===== src/hw/rtl/rsla_pkg.sv =====
`default_nettype none
package rsla_pkg;

	localparam int SLOTS = 12;
	localparam int SLOT_W = (SLOTS > 1) ? $clog2(SLOTS) : 1;
	localparam int SNAKE_LEN = 12;

	localparam logic [7:0] CMD_SET_SLOT = 8'h01;
	localparam logic [7:0] CMD_CLEAR = 8'h02;
	localparam logic [7:0] CMD_BRIGHT = 8'h03;
	localparam logic [7:0] CMD_MODE = 8'h10;
	localparam logic [7:0] CMD_PING = 8'h7E;

	localparam logic [1:0] MODE_STATIC = 2'd0;
	localparam logic [1:0] MODE_BLINK = 2'd1;
	localparam logic [1:0] MODE_BREATHE = 2'd2;

	localparam logic [7:0] BRIGHT_RESET = 8'd160;
	localparam logic [7:0] PROTO_VERSION = 8'd1;

	localparam logic KIND_PONG = 1'b0;
	localparam logic KIND_LED = 1'b1;

	localparam logic [3:0] SNAKE_MAP [SNAKE_LEN] = '{
		4'd3, 4'd2, 4'd1, 4'd0, 4'd4, 4'd5, 4'd6, 4'd7, 4'd11, 4'd10, 4'd9, 4'd8
	};

	typedef enum logic [2:0] {
		ST_IDLE,
		ST_FETCH,
		ST_SCALE,
		ST_EMIT,
		ST_PONG
	} rsla_state_t;

	typedef struct packed {
		logic accept;
		logic load_s1;
		logic load_s2;
		logic load_out;
		logic pong_sel;
		logic slot_inc;
	} rsla_cmd_t;

	typedef struct packed {
		logic last_slot;
		logic out_free;
	} rsla_stat_t;

	// Exact floor(x / 255) for any product of two bytes.
	function automatic logic [7:0] div255(input logic [15:0] x);
		logic [16:0] acc;
		acc = {1'b0, x} + 17'd1 + 17'(x[15:8]);
		return acc[15:8];
	endfunction

	// Residue modulo 3 by folding base-4 digits, since 4 is 1 modulo 3.
	function automatic logic [1:0] mod3(input logic [7:0] v);
		logic [3:0] s1;
		logic [2:0] s2;
		logic [1:0] r;
		s1 = 4'(v[7:6]) + 4'(v[5:4]) + 4'(v[3:2]) + 4'(v[1:0]);
		s2 = 3'(s1[3:2]) + 3'(s1[1:0]);
		case (s2) inside
			3'd0, 3'd3, 3'd6: r = 2'd0;
			3'd1, 3'd4: r = 2'd1;
			3'd2, 3'd5: r = 2'd2;
			default: r = 2'd1;
		endcase
		return r;
	endfunction

	// Triangle wave over time bits 11:4: rises 0..254, then falls 254..0.
	function automatic logic [7:0] tri_wave(input logic [15:0] t);
		logic [7:0] w;
		w = t[11:4];
		return w[7] ? {~w[6:0], 1'b0} : {w[6:0], 1'b0};
	endfunction

	function automatic logic [3:0] snake(input logic [SLOT_W-1:0] i);
		logic [7:0] iw;
		iw = 8'(i);
		if (iw < 8'(SNAKE_LEN)) begin
			return SNAKE_MAP[iw[3:0]];
		end else begin
			return iw[3:0];
		end
	endfunction

endpackage
`default_nettype wire


===== src/hw/rtl/rsla_ctrl.sv =====
`default_nettype none
module rsla_ctrl (
	input  wire logic                  clk,
	input  wire logic                  arst_n,
	input  wire logic                  item_valid,
	output logic                       item_stall,
	input  wire logic                  func,
	input  wire logic [7:0]            cmd,
	input  wire rsla_pkg::rsla_stat_t  stat,
	output rsla_pkg::rsla_cmd_t        ctl
);

	rsla_pkg::rsla_state_t state_q, state_d;

	always_ff @(posedge clk or negedge arst_n) begin
		if (!arst_n) begin
			state_q <= rsla_pkg::ST_IDLE;
		end else begin
			state_q <= state_d;
		end
	end

	always_comb begin
		state_d = state_q;
		ctl = '0;
		item_stall = 1'b1;
		case (state_q)
			rsla_pkg::ST_IDLE: begin
				item_stall = 1'b0;
				if (item_valid) begin
					ctl.accept = 1'b1;
					if (func) begin
						state_d = rsla_pkg::ST_FETCH;
					end else if (cmd == rsla_pkg::CMD_PING) begin
						state_d = rsla_pkg::ST_PONG;
					end
				end
			end
			rsla_pkg::ST_FETCH: begin
				ctl.load_s1 = 1'b1;
				state_d = rsla_pkg::ST_SCALE;
			end
			rsla_pkg::ST_SCALE: begin
				ctl.load_s2 = 1'b1;
				state_d = rsla_pkg::ST_EMIT;
			end
			rsla_pkg::ST_EMIT: begin
				if (stat.out_free) begin
					ctl.load_out = 1'b1;
					if (stat.last_slot) begin
						state_d = rsla_pkg::ST_IDLE;
					end else begin
						ctl.slot_inc = 1'b1;
						state_d = rsla_pkg::ST_FETCH;
					end
				end
			end
			rsla_pkg::ST_PONG: begin
				if (stat.out_free) begin
					ctl.load_out = 1'b1;
					ctl.pong_sel = 1'b1;
					state_d = rsla_pkg::ST_IDLE;
				end
			end
			default: begin
				state_d = rsla_pkg::ST_IDLE;
			end
		endcase
	end

endmodule
`default_nettype wire


===== src/hw/rtl/rsla_datapath.sv =====
`default_nettype none
module rsla_datapath (
	input  wire logic                 clk,
	input  wire logic                 arst_n,
	input  wire rsla_pkg::rsla_cmd_t  ctl,
	output rsla_pkg::rsla_stat_t      stat,
	input  wire logic                 func,
	input  wire logic [7:0]           cmd,
	input  wire logic [7:0]           arg1,
	input  wire logic [7:0]           arg2,
	input  wire logic [7:0]           arg3,
	input  wire logic [7:0]           arg4,
	input  wire logic [15:0]          time_ms,
	output logic                      result_valid,
	input  wire logic                 result_stall,
	output logic                      kind,
	output logic [3:0]                led_index,
	output logic [7:0]                red_out,
	output logic [7:0]                green_out,
	output logic [7:0]                blue_out,
	output logic [7:0]                echo_token,
	output logic [7:0]                proto_version,
	output logic [7:0]                led_total,
	output logic                      last
);

	logic [23:0] color_q [rsla_pkg::SLOTS];
	logic [1:0]  mode_q [rsla_pkg::SLOTS];
	logic [7:0]  bright_q;
	logic [15:0] time_q;
	logic [7:0]  token_q;
	logic [rsla_pkg::SLOT_W-1:0] slot_q;
	logic        valid_q;

	logic [23:0] color_s1;
	logic [1:0]  mode_s1;
	logic [15:0] prod_s1;
	logic        blink_off_s1;

	logic [15:0] red_s2, green_s2, blue_s2;
	logic [7:0]  scale_eff;

	logic cmd_beat;
	logic slot_ok;

	assign cmd_beat = ctl.accept && !func;
	assign slot_ok = arg1 < 8'(rsla_pkg::SLOTS);

	assign stat.last_slot = slot_q == rsla_pkg::SLOT_W'(rsla_pkg::SLOTS - 1);
	assign stat.out_free = !valid_q || !result_stall;
	assign result_valid = valid_q;

	// Slot store and global brightness; commands act on the accepting beat.
	always_ff @(posedge clk or negedge arst_n) begin
		if (!arst_n) begin
			for (int i = 0; i < rsla_pkg::SLOTS; i++) begin
				color_q[i] <= '0;
				mode_q[i] <= rsla_pkg::MODE_STATIC;
			end
			bright_q <= rsla_pkg::BRIGHT_RESET;
		end else if (cmd_beat) begin
			case (cmd)
				rsla_pkg::CMD_SET_SLOT: begin
					if (slot_ok) begin
						color_q[arg1[rsla_pkg::SLOT_W-1:0]] <= {arg2, arg3, arg4};
					end
				end
				rsla_pkg::CMD_CLEAR: begin
					for (int i = 0; i < rsla_pkg::SLOTS; i++) begin
						color_q[i] <= '0;
						mode_q[i] <= rsla_pkg::MODE_STATIC;
					end
				end
				rsla_pkg::CMD_BRIGHT: begin
					bright_q <= arg1;
				end
				rsla_pkg::CMD_MODE: begin
					if (slot_ok) begin
						mode_q[arg1[rsla_pkg::SLOT_W-1:0]] <= rsla_pkg::mod3(arg2);
					end
				end
				default: begin
				end
			endcase
		end
	end

	always_ff @(posedge clk or negedge arst_n) begin
		if (!arst_n) begin
			slot_q <= '0;
		end else if (ctl.accept) begin
			slot_q <= '0;
		end else if (ctl.slot_inc) begin
			slot_q <= slot_q + 1'b1;
		end
	end

	always_ff @(posedge clk) begin
		if (ctl.accept) begin
			time_q <= time_ms;
			token_q <= arg1;
		end
	end

	// First step: fetch the slot and form the breathing product.
	always_ff @(posedge clk) begin
		if (ctl.load_s1) begin
			color_s1 <= color_q[slot_q];
			mode_s1 <= mode_q[slot_q];
			prod_s1 <= 16'(bright_q) * 16'(rsla_pkg::tri_wave(time_q));
			blink_off_s1 <= !time_q[8];
		end
	end

	always_comb begin
		case (mode_s1)
			rsla_pkg::MODE_BLINK: scale_eff = blink_off_s1 ? 8'd0 : bright_q;
			rsla_pkg::MODE_BREATHE: scale_eff = rsla_pkg::div255(prod_s1);
			default: scale_eff = bright_q;
		endcase
	end

	// Second step: scale the three channels by the effective brightness.
	always_ff @(posedge clk) begin
		if (ctl.load_s2) begin
			red_s2 <= 16'(color_s1[23:16]) * 16'(scale_eff);
			green_s2 <= 16'(color_s1[15:8]) * 16'(scale_eff);
			blue_s2 <= 16'(color_s1[7:0]) * 16'(scale_eff);
		end
	end

	always_ff @(posedge clk or negedge arst_n) begin
		if (!arst_n) begin
			valid_q <= 1'b0;
		end else if (ctl.load_out) begin
			valid_q <= 1'b1;
		end else if (!result_stall) begin
			valid_q <= 1'b0;
		end
	end

	always_ff @(posedge clk) begin
		if (ctl.load_out) begin
			if (ctl.pong_sel) begin
				kind <= rsla_pkg::KIND_PONG;
				led_index <= '0;
				red_out <= '0;
				green_out <= '0;
				blue_out <= '0;
				echo_token <= token_q;
				proto_version <= rsla_pkg::PROTO_VERSION;
				led_total <= 8'(rsla_pkg::SLOTS);
				last <= 1'b1;
			end else begin
				kind <= rsla_pkg::KIND_LED;
				led_index <= rsla_pkg::snake(slot_q);
				red_out <= rsla_pkg::div255(red_s2);
				green_out <= rsla_pkg::div255(green_s2);
				blue_out <= rsla_pkg::div255(blue_s2);
				echo_token <= '0;
				proto_version <= '0;
				led_total <= '0;
				last <= stat.last_slot;
			end
		end
	end

endmodule
`default_nettype wire


===== src/hw/rtl/rgb_slot_led_animator.sv =====
// Channel   Direction  Handshake                   Payload
// item      in         item_valid / item_stall     func cmd arg1 arg2 arg3 arg4 time_ms
// result    out        result_valid / result_stall kind led_index red_out green_out
//                                                  blue_out echo_token proto_version
//                                                  led_total last
//
// A command beat is taken in the idle state; a ping then goes through the pong
// state to load its pong. A refresh beat yields twelve LED beats, each passing
// through the fetch, scale and emit states in turn.
// Result stalls hold the emit and pong steps; the next item is taken once the
// final beat of the current item is in the output register.
// After reset every slot is black and static and the brightness is 160.
`default_nettype none
module rgb_slot_led_animator (
	input  wire logic        clk,
	input  wire logic        arst_n,
	input  wire logic        item_valid,
	output logic             item_stall,
	input  wire logic        func,
	input  wire logic [7:0]  cmd,
	input  wire logic [7:0]  arg1,
	input  wire logic [7:0]  arg2,
	input  wire logic [7:0]  arg3,
	input  wire logic [7:0]  arg4,
	input  wire logic [15:0] time_ms,
	output logic             result_valid,
	input  wire logic        result_stall,
	output logic             kind,
	output logic [3:0]       led_index,
	output logic [7:0]       red_out,
	output logic [7:0]       green_out,
	output logic [7:0]       blue_out,
	output logic [7:0]       echo_token,
	output logic [7:0]       proto_version,
	output logic [7:0]       led_total,
	output logic             last
);

	rsla_pkg::rsla_cmd_t  ctl;
	rsla_pkg::rsla_stat_t stat;

	rsla_ctrl u_ctrl (
		.clk        (clk),
		.arst_n     (arst_n),
		.item_valid (item_valid),
		.item_stall (item_stall),
		.func       (func),
		.cmd        (cmd),
		.stat       (stat),
		.ctl        (ctl)
	);

	rsla_datapath u_datapath (
		.clk           (clk),
		.arst_n        (arst_n),
		.ctl           (ctl),
		.stat          (stat),
		.func          (func),
		.cmd           (cmd),
		.arg1          (arg1),
		.arg2          (arg2),
		.arg3          (arg3),
		.arg4          (arg4),
		.time_ms       (time_ms),
		.result_valid  (result_valid),
		.result_stall  (result_stall),
		.kind          (kind),
		.led_index     (led_index),
		.red_out       (red_out),
		.green_out     (green_out),
		.blue_out      (blue_out),
		.echo_token    (echo_token),
		.proto_version (proto_version),
		.led_total     (led_total),
		.last          (last)
	);

endmodule
`default_nettype wire

===== config.mk =====
export PLATFORM = sky130hd
export DESIGN_NAME = rgb_slot_led_animator
export DESIGN_NICKNAME = d
export VERILOG_FILES = /design/src/hw/rtl/rsla_pkg.sv /design/src/hw/rtl/rsla_ctrl.sv /design/src/hw/rtl/rsla_datapath.sv /design/src/hw/rtl/rgb_slot_led_animator.sv
export SDC_FILE = /design/constraint.sdc
export NUM_CORES = 1
export LEC_CHECK = 0
export ABC_CLOCK_PERIOD_IN_PS = 8530
export BUFFER_PORTS_ARGS = -buffer_cell sky130_fd_sc_hd__buf_4
export CAP_MARGIN = 0
export CELL_PAD_IN_SITES_DETAIL_PLACEMENT = 1
export CELL_PAD_IN_SITES_GLOBAL_PLACEMENT = 1
export CORE_AREA = 2 2 195 341
export CTS_CLUSTER_DIAMETER = 30
export CTS_CLUSTER_SIZE = 8
export DETAILED_ROUTE_END_ITERATION = 8
export DIE_AREA = 0 0 197 343
export PLACE_DENSITY_LB_ADDON = 0.1
export SLEW_MARGIN = 25
export SYNTH_ARGS = -nofsm -noshare
export SYNTH_HDL_FRONTEND = slang
export SYNTH_HIERARCHICAL = 1
export SYNTH_SLANG_ARGS = --single-unit

===== constraint.sdc =====
create_clock -name clk -period 8.53 [get_ports clk]
set_clock_uncertainty 0.15 [all_clocks]
set_input_delay 0.4265 -clock clk [delete_from_list [all_inputs] [get_ports clk]]
set_output_delay 0.4265 -clock clk [all_outputs]
set_load 0.05 [all_outputs]

## Word level (Yosys, flattened, before mapping)

Memory sizes are Yosys's and may differ from the RTL's.
Cells that the tools add are included.

- Flip-flop bits (word level): 493
- Bits in read-only memories: 64
- Output and inout port bits: 56
- Logic and storage cells: 170
- Memories kept: 1

Memory list:

| name | depth | width | read ports | clocked after memory_dff | wr ports | line | RTL |
|---|---|---|---|---|---|---|---|
| (name not given) | 16 | 4 | 1 | 0 | 0 | rsla_pkg.sv:84 | `return SNAKE_MAP[iw[3:0]];` |

- Add/subtract/negate cells: 13
- $mul: 4
- Magnitude comparators: 5
- Eq/ne operators: 25
- Muxes and demuxes: 54
- Bitwise operators: 3
- Reduce and logical (&&, ||, !) cells: 19

Operators with widths:

| operator | number |
|---|---|
| $pmux W288 S2 | 1 |
| $bwmux W288 | 1 |
| $mux W288 | 1 |
| $bmux W24 S4 | 1 |
| $demux W24 S4 | 1 |
| $mux W24 | 4 |
| $add A16 B1 Y16 const B | 4 |
| $add A16 B8 Y16 | 4 |
| $mul A8 B8 Y16 | 4 |
| $pmux W24 S2 | 1 |
| $bwmux W24 | 1 |
| $mux W4 | 6 |
| $mux W2 | 10 |
| $eq A8 B2 Y1 const B | 2 |
| $mux W8 | 2 |
| $pmux W8 S2 | 1 |
| $mux W1 | 15 |
| $mux W3 | 5 |
| $pmux W3 S5 | 1 |
| $eq A3 B2 Y1 const B | 4 |
| $eq A3 B3 Y1 const B | 4 |
| $ge A5 B5 Y1 const B | 2 |
| $not A4 Y5 | 2 |
| $add A4 B2 Y4 | 2 |
| 29 further kinds | 44 |

## Longest topological paths before layout

- Depth in word-level cells: 15
- Gate-level depth with buffers: 23
- Mapped depth without buffers: 22

## Hierarchy

Netlist, hierarchy kept.

Modules (own cells, without submodules):

| module | instances | cells each | area an instance (um^2) |
|---|---|---|---|
| rsla_datapath | 1 | 2324 | 28655.0 |
| rsla_ctrl | 1 | 26 | 210.2 |

## Worst setup path after synthesis

OpenSTA, ideal clock, no wires.

- Path kind: register to register
- From: reg u_datapath.prod_s1[13]
- To: reg u_datapath.red_s2[12] (data pin)
- Arrival: 5.787 ns
- Required time: 8.122 ns
- Slack: 2.335 ns
- Stages on the path, launching flop included: 23
- Buffers on the path: 1
- Path through: edfxtp_1 -> ha_1 -> or4_1 -> a211oi_4 -> nor3_1 -> xnor2_1 -> o21ai_1 -> clkbuf_1 -> and2_1 -> fa_1 -> inv_1 -> fa_1 -> inv_1 -> fa_1 -> inv_1 -> fa_1 -> inv_1 -> ha_1 -> o21a_1 -> a2111oi_0 -> o31ai_1 -> a21oi_1 -> xnor2_1

- Cells in the longest elaborated chain, start to end: 4

Ends and longest elaborated chain:

| item | line | RTL |
|---|---|---|
| from (decl) | rsla_datapath.sv:37 | `logic [15:0] prod_s1;` |
| from (signal assigned) | rsla_datapath.sv:110 | `prod_s1 <= 16'(bright_q) * 16'(rsla_pkg::tri_wave(time_q));` |
| $add A16 B1 Y16 | rsla_pkg.sv:53 | `acc = {1'b0, x} + 17'd1 + 17'(x[15:8]);` |
| $add A16 B8 Y16 (*) | rsla_pkg.sv:53 |  |
| $pmux W8 S2 (*) | rsla_datapath.sv:116 | `case (mode_s1)` |
| $mul A8 B8 Y16 (*) | rsla_datapath.sv:126 | `red_s2 <= 16'(color_s1[23:16]) * 16'(scale_eff);` |
| to (signal assigned) | rsla_datapath.sv:126 |  |
| to (decl) | rsla_datapath.sv:40 | `logic [15:0] red_s2, green_s2, blue_s2;` |

Mark *: on every way between the ends. The rest lies on a longest branch, timed or not.
A chain may end at the register's enable or synchronous reset.

## Worst setup path in the final report

- From: reg u_datapath.prod_s1[13]
- To: reg u_datapath.blue_s2[15] (data pin)

- Cells in the longest elaborated chain, start to end: 4

Ends and longest elaborated chain:

| item | line | RTL |
|---|---|---|
| $add A16 B1 Y16 | rsla_pkg.sv:53 |  |
| $add A16 B8 Y16 (*) | rsla_pkg.sv:53 |  |
| $pmux W8 S2 (*) | rsla_datapath.sv:116 |  |
| $mul A8 B8 Y16 (*) | rsla_datapath.sv:128 | `blue_s2 <= 16'(color_s1[7:0]) * 16'(scale_eff);` |
| to (signal assigned) | rsla_datapath.sv:128 |  |
| to (decl) | rsla_datapath.sv:40 |  |

Marked as above.

==> results.md <==
- The die height is 343 µm.
- The startpoint of the worst setup timing path is u_datapath/prod_s1[13].
- Sequential cells were found to cover 43.5% of the synthesized design area.
- The number of pins with negative max-slew slack in the final report came to 0.
- The count of port buffers added during placement is 95.
- Subtracting the final worst setup slack from the clock period gives 7.02 ns.
- The most critical setup path has its endpoint at u_datapath/blue_s2[15].
- The static leakage is 15.7 nW.
- The number of H-tree levels is 3.
- The tree is rooted in a sky130_fd_sc_hd__clkbuf_16.
- The fraction of the mapped netlist area in simple logic gates is 9.50%.
- In this run the power density over the cells is 254 nW/µm².
- The average wire per cell in the routed design is 24.9 µm.
- Counting the fill cells in the layout gives 6,605.
- Clock-pin slew was measured on the worst setup and hold paths at 0.05 ns.
- The area added between synthesis and finish is 16.5%.
- The final sum of negative setup slack is 0 ns.
- The via count of the first global-routing pass is 22.6k.
- The share of the synthesized netlist area taken by xor and xnor gates is 2.40%.
- Static timing analysis puts the maximum clock frequency at 142 MHz.
- The cell type contributing the most total cell area after synthesis is sky130_fd_sc_hd__dfrtp_1.
- The adder-cell share of the synthesized area is 17.7%.
- The die covers 67,600 µm².
- The aggregate routed wire length is 83,400 µm.
- The share of cells above drive strength 1 is 15.8%.
- The number of cells produced by synthesis is 2,350.
- Once the clock tree was built, the resizer swapped 0 gates to a different size.
- Each instance of the synthesized netlist takes up on average 12.3 µm².
- Summing all multi-input logic gate instances after layout gives 14,900 µm².
- In this run, placement finished with an instance count of 3,168.
- The die is 197 µm wide.
- The insertion delay to the later sink of the worst-skew pair is 0.62 ns.
- The net count of the finished layout is 2,858.
- The synthesized design devotes to its leading area cell type 28.3% of total area.
- Counting distinct cell types in the post-synthesis netlist gives 77.
- The startpoint identified for the worst register-to-register timing path is u_datapath/prod_s1[13].
- The data required time of the worst path is 8.72 ns.
- Synthesis inferred 473 register bits.
- The maximum number of pins on one net before global-route repair is 179.
- The class of the worst hold path is input port to register.
- The clock drives 473 sinks.
- The fraction of the cycle the final worst path needs is 82.3%.
- The sum of overflow across all layers after global routing is 0.
- The finished cells cover 33,600 µm².
- Setup violations remaining at the end of the flow were counted as 0.
- The dominant combinational cell family by area after synthesis is adder cells.
- Hold is met by 0.0333 ns.
- The worst relative slew slack is 26.1%.
- Post-CTS timing repair inserted 0 buffers for setup.
- The power after layout is 0.00853 W.
- For this run, the number of Yosys warnings is 6.
- The critical path endpoint category is a register.
- The placed instances occupy a cell area of 30,500 µm².
- The endpoint of the worst-slack reg-to-reg timing path is u_datapath/blue_s2[15].
- The detailed-route vias per instance is 5.89.
- The most used flip-flop cell after synthesis is sky130_fd_sc_hd__dfrtp_1.
- After synthesis, the share of flip-flops with an asynchronous set or reset is 69.3%.
- Ranked by instance count, the synthesized netlist is headed by sky130_fd_sc_hd__dfrtp_1, sky130_fd_sc_hd__a22o_1, sky130_fd_sc_hd__inv_1.
- Measured in cells, the most critical reg-to-reg path has a length of 23.
- The HPWL after detailed placement is 57,300 µm.
- The hold violation count in the final report came to 0.
- The flow ran to the end, and the final reports show no timing, DRC or antenna violations.
- After synthesis, the cell types taking the most area are sky130_fd_sc_hd__dfrtp_1, sky130_fd_sc_hd__edfxtp_1, sky130_fd_sc_hd__fa_1.
- In this run the remaining antenna-violating nets after routing total 0.
- Max-cap violations in this run came to 0.
- The first global-routing pass estimated 131,000 µm of wire.
- After clock tree synthesis, the flow added hold-fix buffers numbering 38.
- The final estimated routing congestion in global placement is 0.849.
- The transition time of the tightest slew-check pin is 1.10 ns.
- The CTS tree is built.
- The sequential standard cell area is 12,600 µm².
- The setup path with the least slack is of type register to register.
- STA classifies the critical path startpoint as a register.
- Counting flops with a built-in enable in the synthesized netlist gives 145.
- The initial detailed-routing violation count is 784.
- By instance count, the leading cell after synthesis is sky130_fd_sc_hd__dfrtp_1.
- The maximum count of clock buffers along a single path is 3.
- Of all nets on the critical path, the largest fanout is 11.
- The initial utilization of the core area, before any placement, comes to 44.5%.
- The number of buffers added by the clock tree synthesis step is 82.
- Of the post-synthesis cell area, the part taken by muxes is 7.41%.
- The count of cells in the finished layout, fillers not included, comes to 3,353.
- The first detailed-routing pass ran for 5 iterations.
- The overall via count from detail_route is 19.8k.
- The worst-case register-to-register setup slack is 1.51 ns.
- Across the VDD grid, the largest voltage drop is 0.212 mV.
- The post-synthesis instance area is 28,900 µm².
- Global routing used 25.4% of the available tracks across all layers.
- The initial antenna violation count came to 5.
- The number of design rule violations left after detail routing is 0.
- The compound-cell area share of the yosys netlist is 13.8%.
- The region available for standard cell placement spans 64,900 µm².
- At the worst endpoint, the arrival time is 7.21 ns.
- Setup repair after global routing left no endpoint under its margin.
- 117 I/O pins were placed.
- The floorplan has 124 rows.
final cells by class:
type / instances / share of cell area [%]
clock inverter: 27 / 0.960
inverter: 217 / 2.42
timing repair buffer: 180 / 4.84
sequential: 473 / 37.4
multi-input combinational: 1520 / 44.3
tap: 819 / 3.05
clock buffer: 114 / 6.97
antenna: 3 / 0.0223
metrics by stage:
step | setup WS [ns] | util (%)
finish | 1.51 | 51.9
detailed placement | 1.36 | 47.0
global route | 1.24 | 51.8
CTS | 1.35 | 51.7
global placement | 1.59 | 46.8
floorplan | 2.34 | -
cell usage in the layout, fill, tap and decap left out, drive strengths merged, types with 7 or more instances in the layout:
cell,n
and2,203
nand2b,16
conb,13
o22ai,26
nand3,15
a211oi,7
fa,143
o211ai,7
mux2i,28
a22o,312
mux4,78
o21a,13
nand2,90
a21o,8
nand4,7
clkbuf,114
xor2,36
nor2b,13
nor2,68
or3,14
buf,142
mux2,9
and3,8
ha,180
dfrtp,326
xnor2,43
a21oi,30
clkinv,20
edfxtp,145
inv,220
nor3,27
dlygate4sd3,38
o21ai,63
per-layer routing:
layer  track usage, %  up-vias  routed length (µm)  part of all wire, %
met3             3.64      185                3280                  3.9
met4             11.1        8                3250                  3.9
met5                0        -                  51                0.061
li1                 -     8633                   -                    -
met1             26.6    10400               29500                   35
met2             49.8      509               47200                   57
cells by family (layout without fill, tap and decap cells):
kind of cell / Yosys count / after routing
fa+ha+maj: 323 / 323
xor+xnor: 79 / 79
buf+inv: 369 / 538
simple gates: 488 / 488
flops: 473 / 473
other cells: 1 / 16
mux: 115 / 115
compound gates: 502 / 502
report_power, final:
group          internal [W]  switching [W]  total (W)  leakage (nW)
clock               0.00203        0.00114    0.00317          1.31
combinational      0.000843        0.00147    0.00232          8.45
sequential          0.00273       0.000303    0.00304          5.95
worst max-delay path, stage by stage, from the launching register on:
cell	delay, ns
sky130_fd_sc_hd__edfxtp_1	0.46
sky130_fd_sc_hd__ha_1	0.24
sky130_fd_sc_hd__or4_1	0.60
sky130_fd_sc_hd__o2bb2ai_2	0.36
sky130_fd_sc_hd__nor4b_1	0.12
sky130_fd_sc_hd__xnor2_1	0.35
sky130_fd_sc_hd__o21ai_1	0.25
sky130_fd_sc_hd__buf_4	0.25
sky130_fd_sc_hd__and2_1	0.17
sky130_fd_sc_hd__fa_1	0.49
sky130_fd_sc_hd__inv_1	0.07
sky130_fd_sc_hd__fa_1	0.53
sky130_fd_sc_hd__inv_1	0.05
sky130_fd_sc_hd__fa_1	0.47
sky130_fd_sc_hd__inv_1	0.05
sky130_fd_sc_hd__fa_1	0.47
sky130_fd_sc_hd__inv_1	0.04
sky130_fd_sc_hd__ha_1	0.32
sky130_fd_sc_hd__o21a_1	0.13
sky130_fd_sc_hd__o31a_1	0.12
sky130_fd_sc_hd__o31a_1	0.29
sky130_fd_sc_hd__o211a_1	0.26
sky130_fd_sc_hd__o41ai_1	0.37
sky130_fd_sc_hd__xnor2_1	0.14
worst min-delay path by stage:
| stage | startpoint | end | slack, ns | depth (start not counted) |
|---|---|---|---|---|
| 2_1_floorplan | arst_n | u_ctrl/state_q[0] | -0.02 | 0 |
| 3_3_place_gp | arst_n | u_datapath/color_q[47] | 0.30 | 1 |
| 3_5_place_dp | arst_n | u_datapath/color_q[23] | 0.31 | 1 |
| 4_1_cts | arg2[4] | u_datapath/color_q[68] | 0.002 | 2 |
| 5_1_grt | arg2[2] | u_datapath/color_q[186] | 0.02 | 2 |
| 6_report | arg2[2] | u_datapath/color_q[18] | 0.03 | 2 |
sequential cells by signal, summed over array words and instances, names as in the netlist, 8 cells and up:
register	cells
u_datapath/blue_s2	16
u_datapath/color_s1	24
u_datapath/blue_out	8
u_datapath/token_q	8
u_datapath/red_s2	16
u_datapath/prod_s1	15
u_datapath/red_out	8
u_datapath/mode_q	24
u_datapath/green_s2	16
u_datapath/green_out	8
u_datapath/color_q	288
u_datapath/time_q	8
u_datapath/bright_q	8
u_datapath/echo_token	8
No activity file was read; power rests on OpenSTA's default activity.
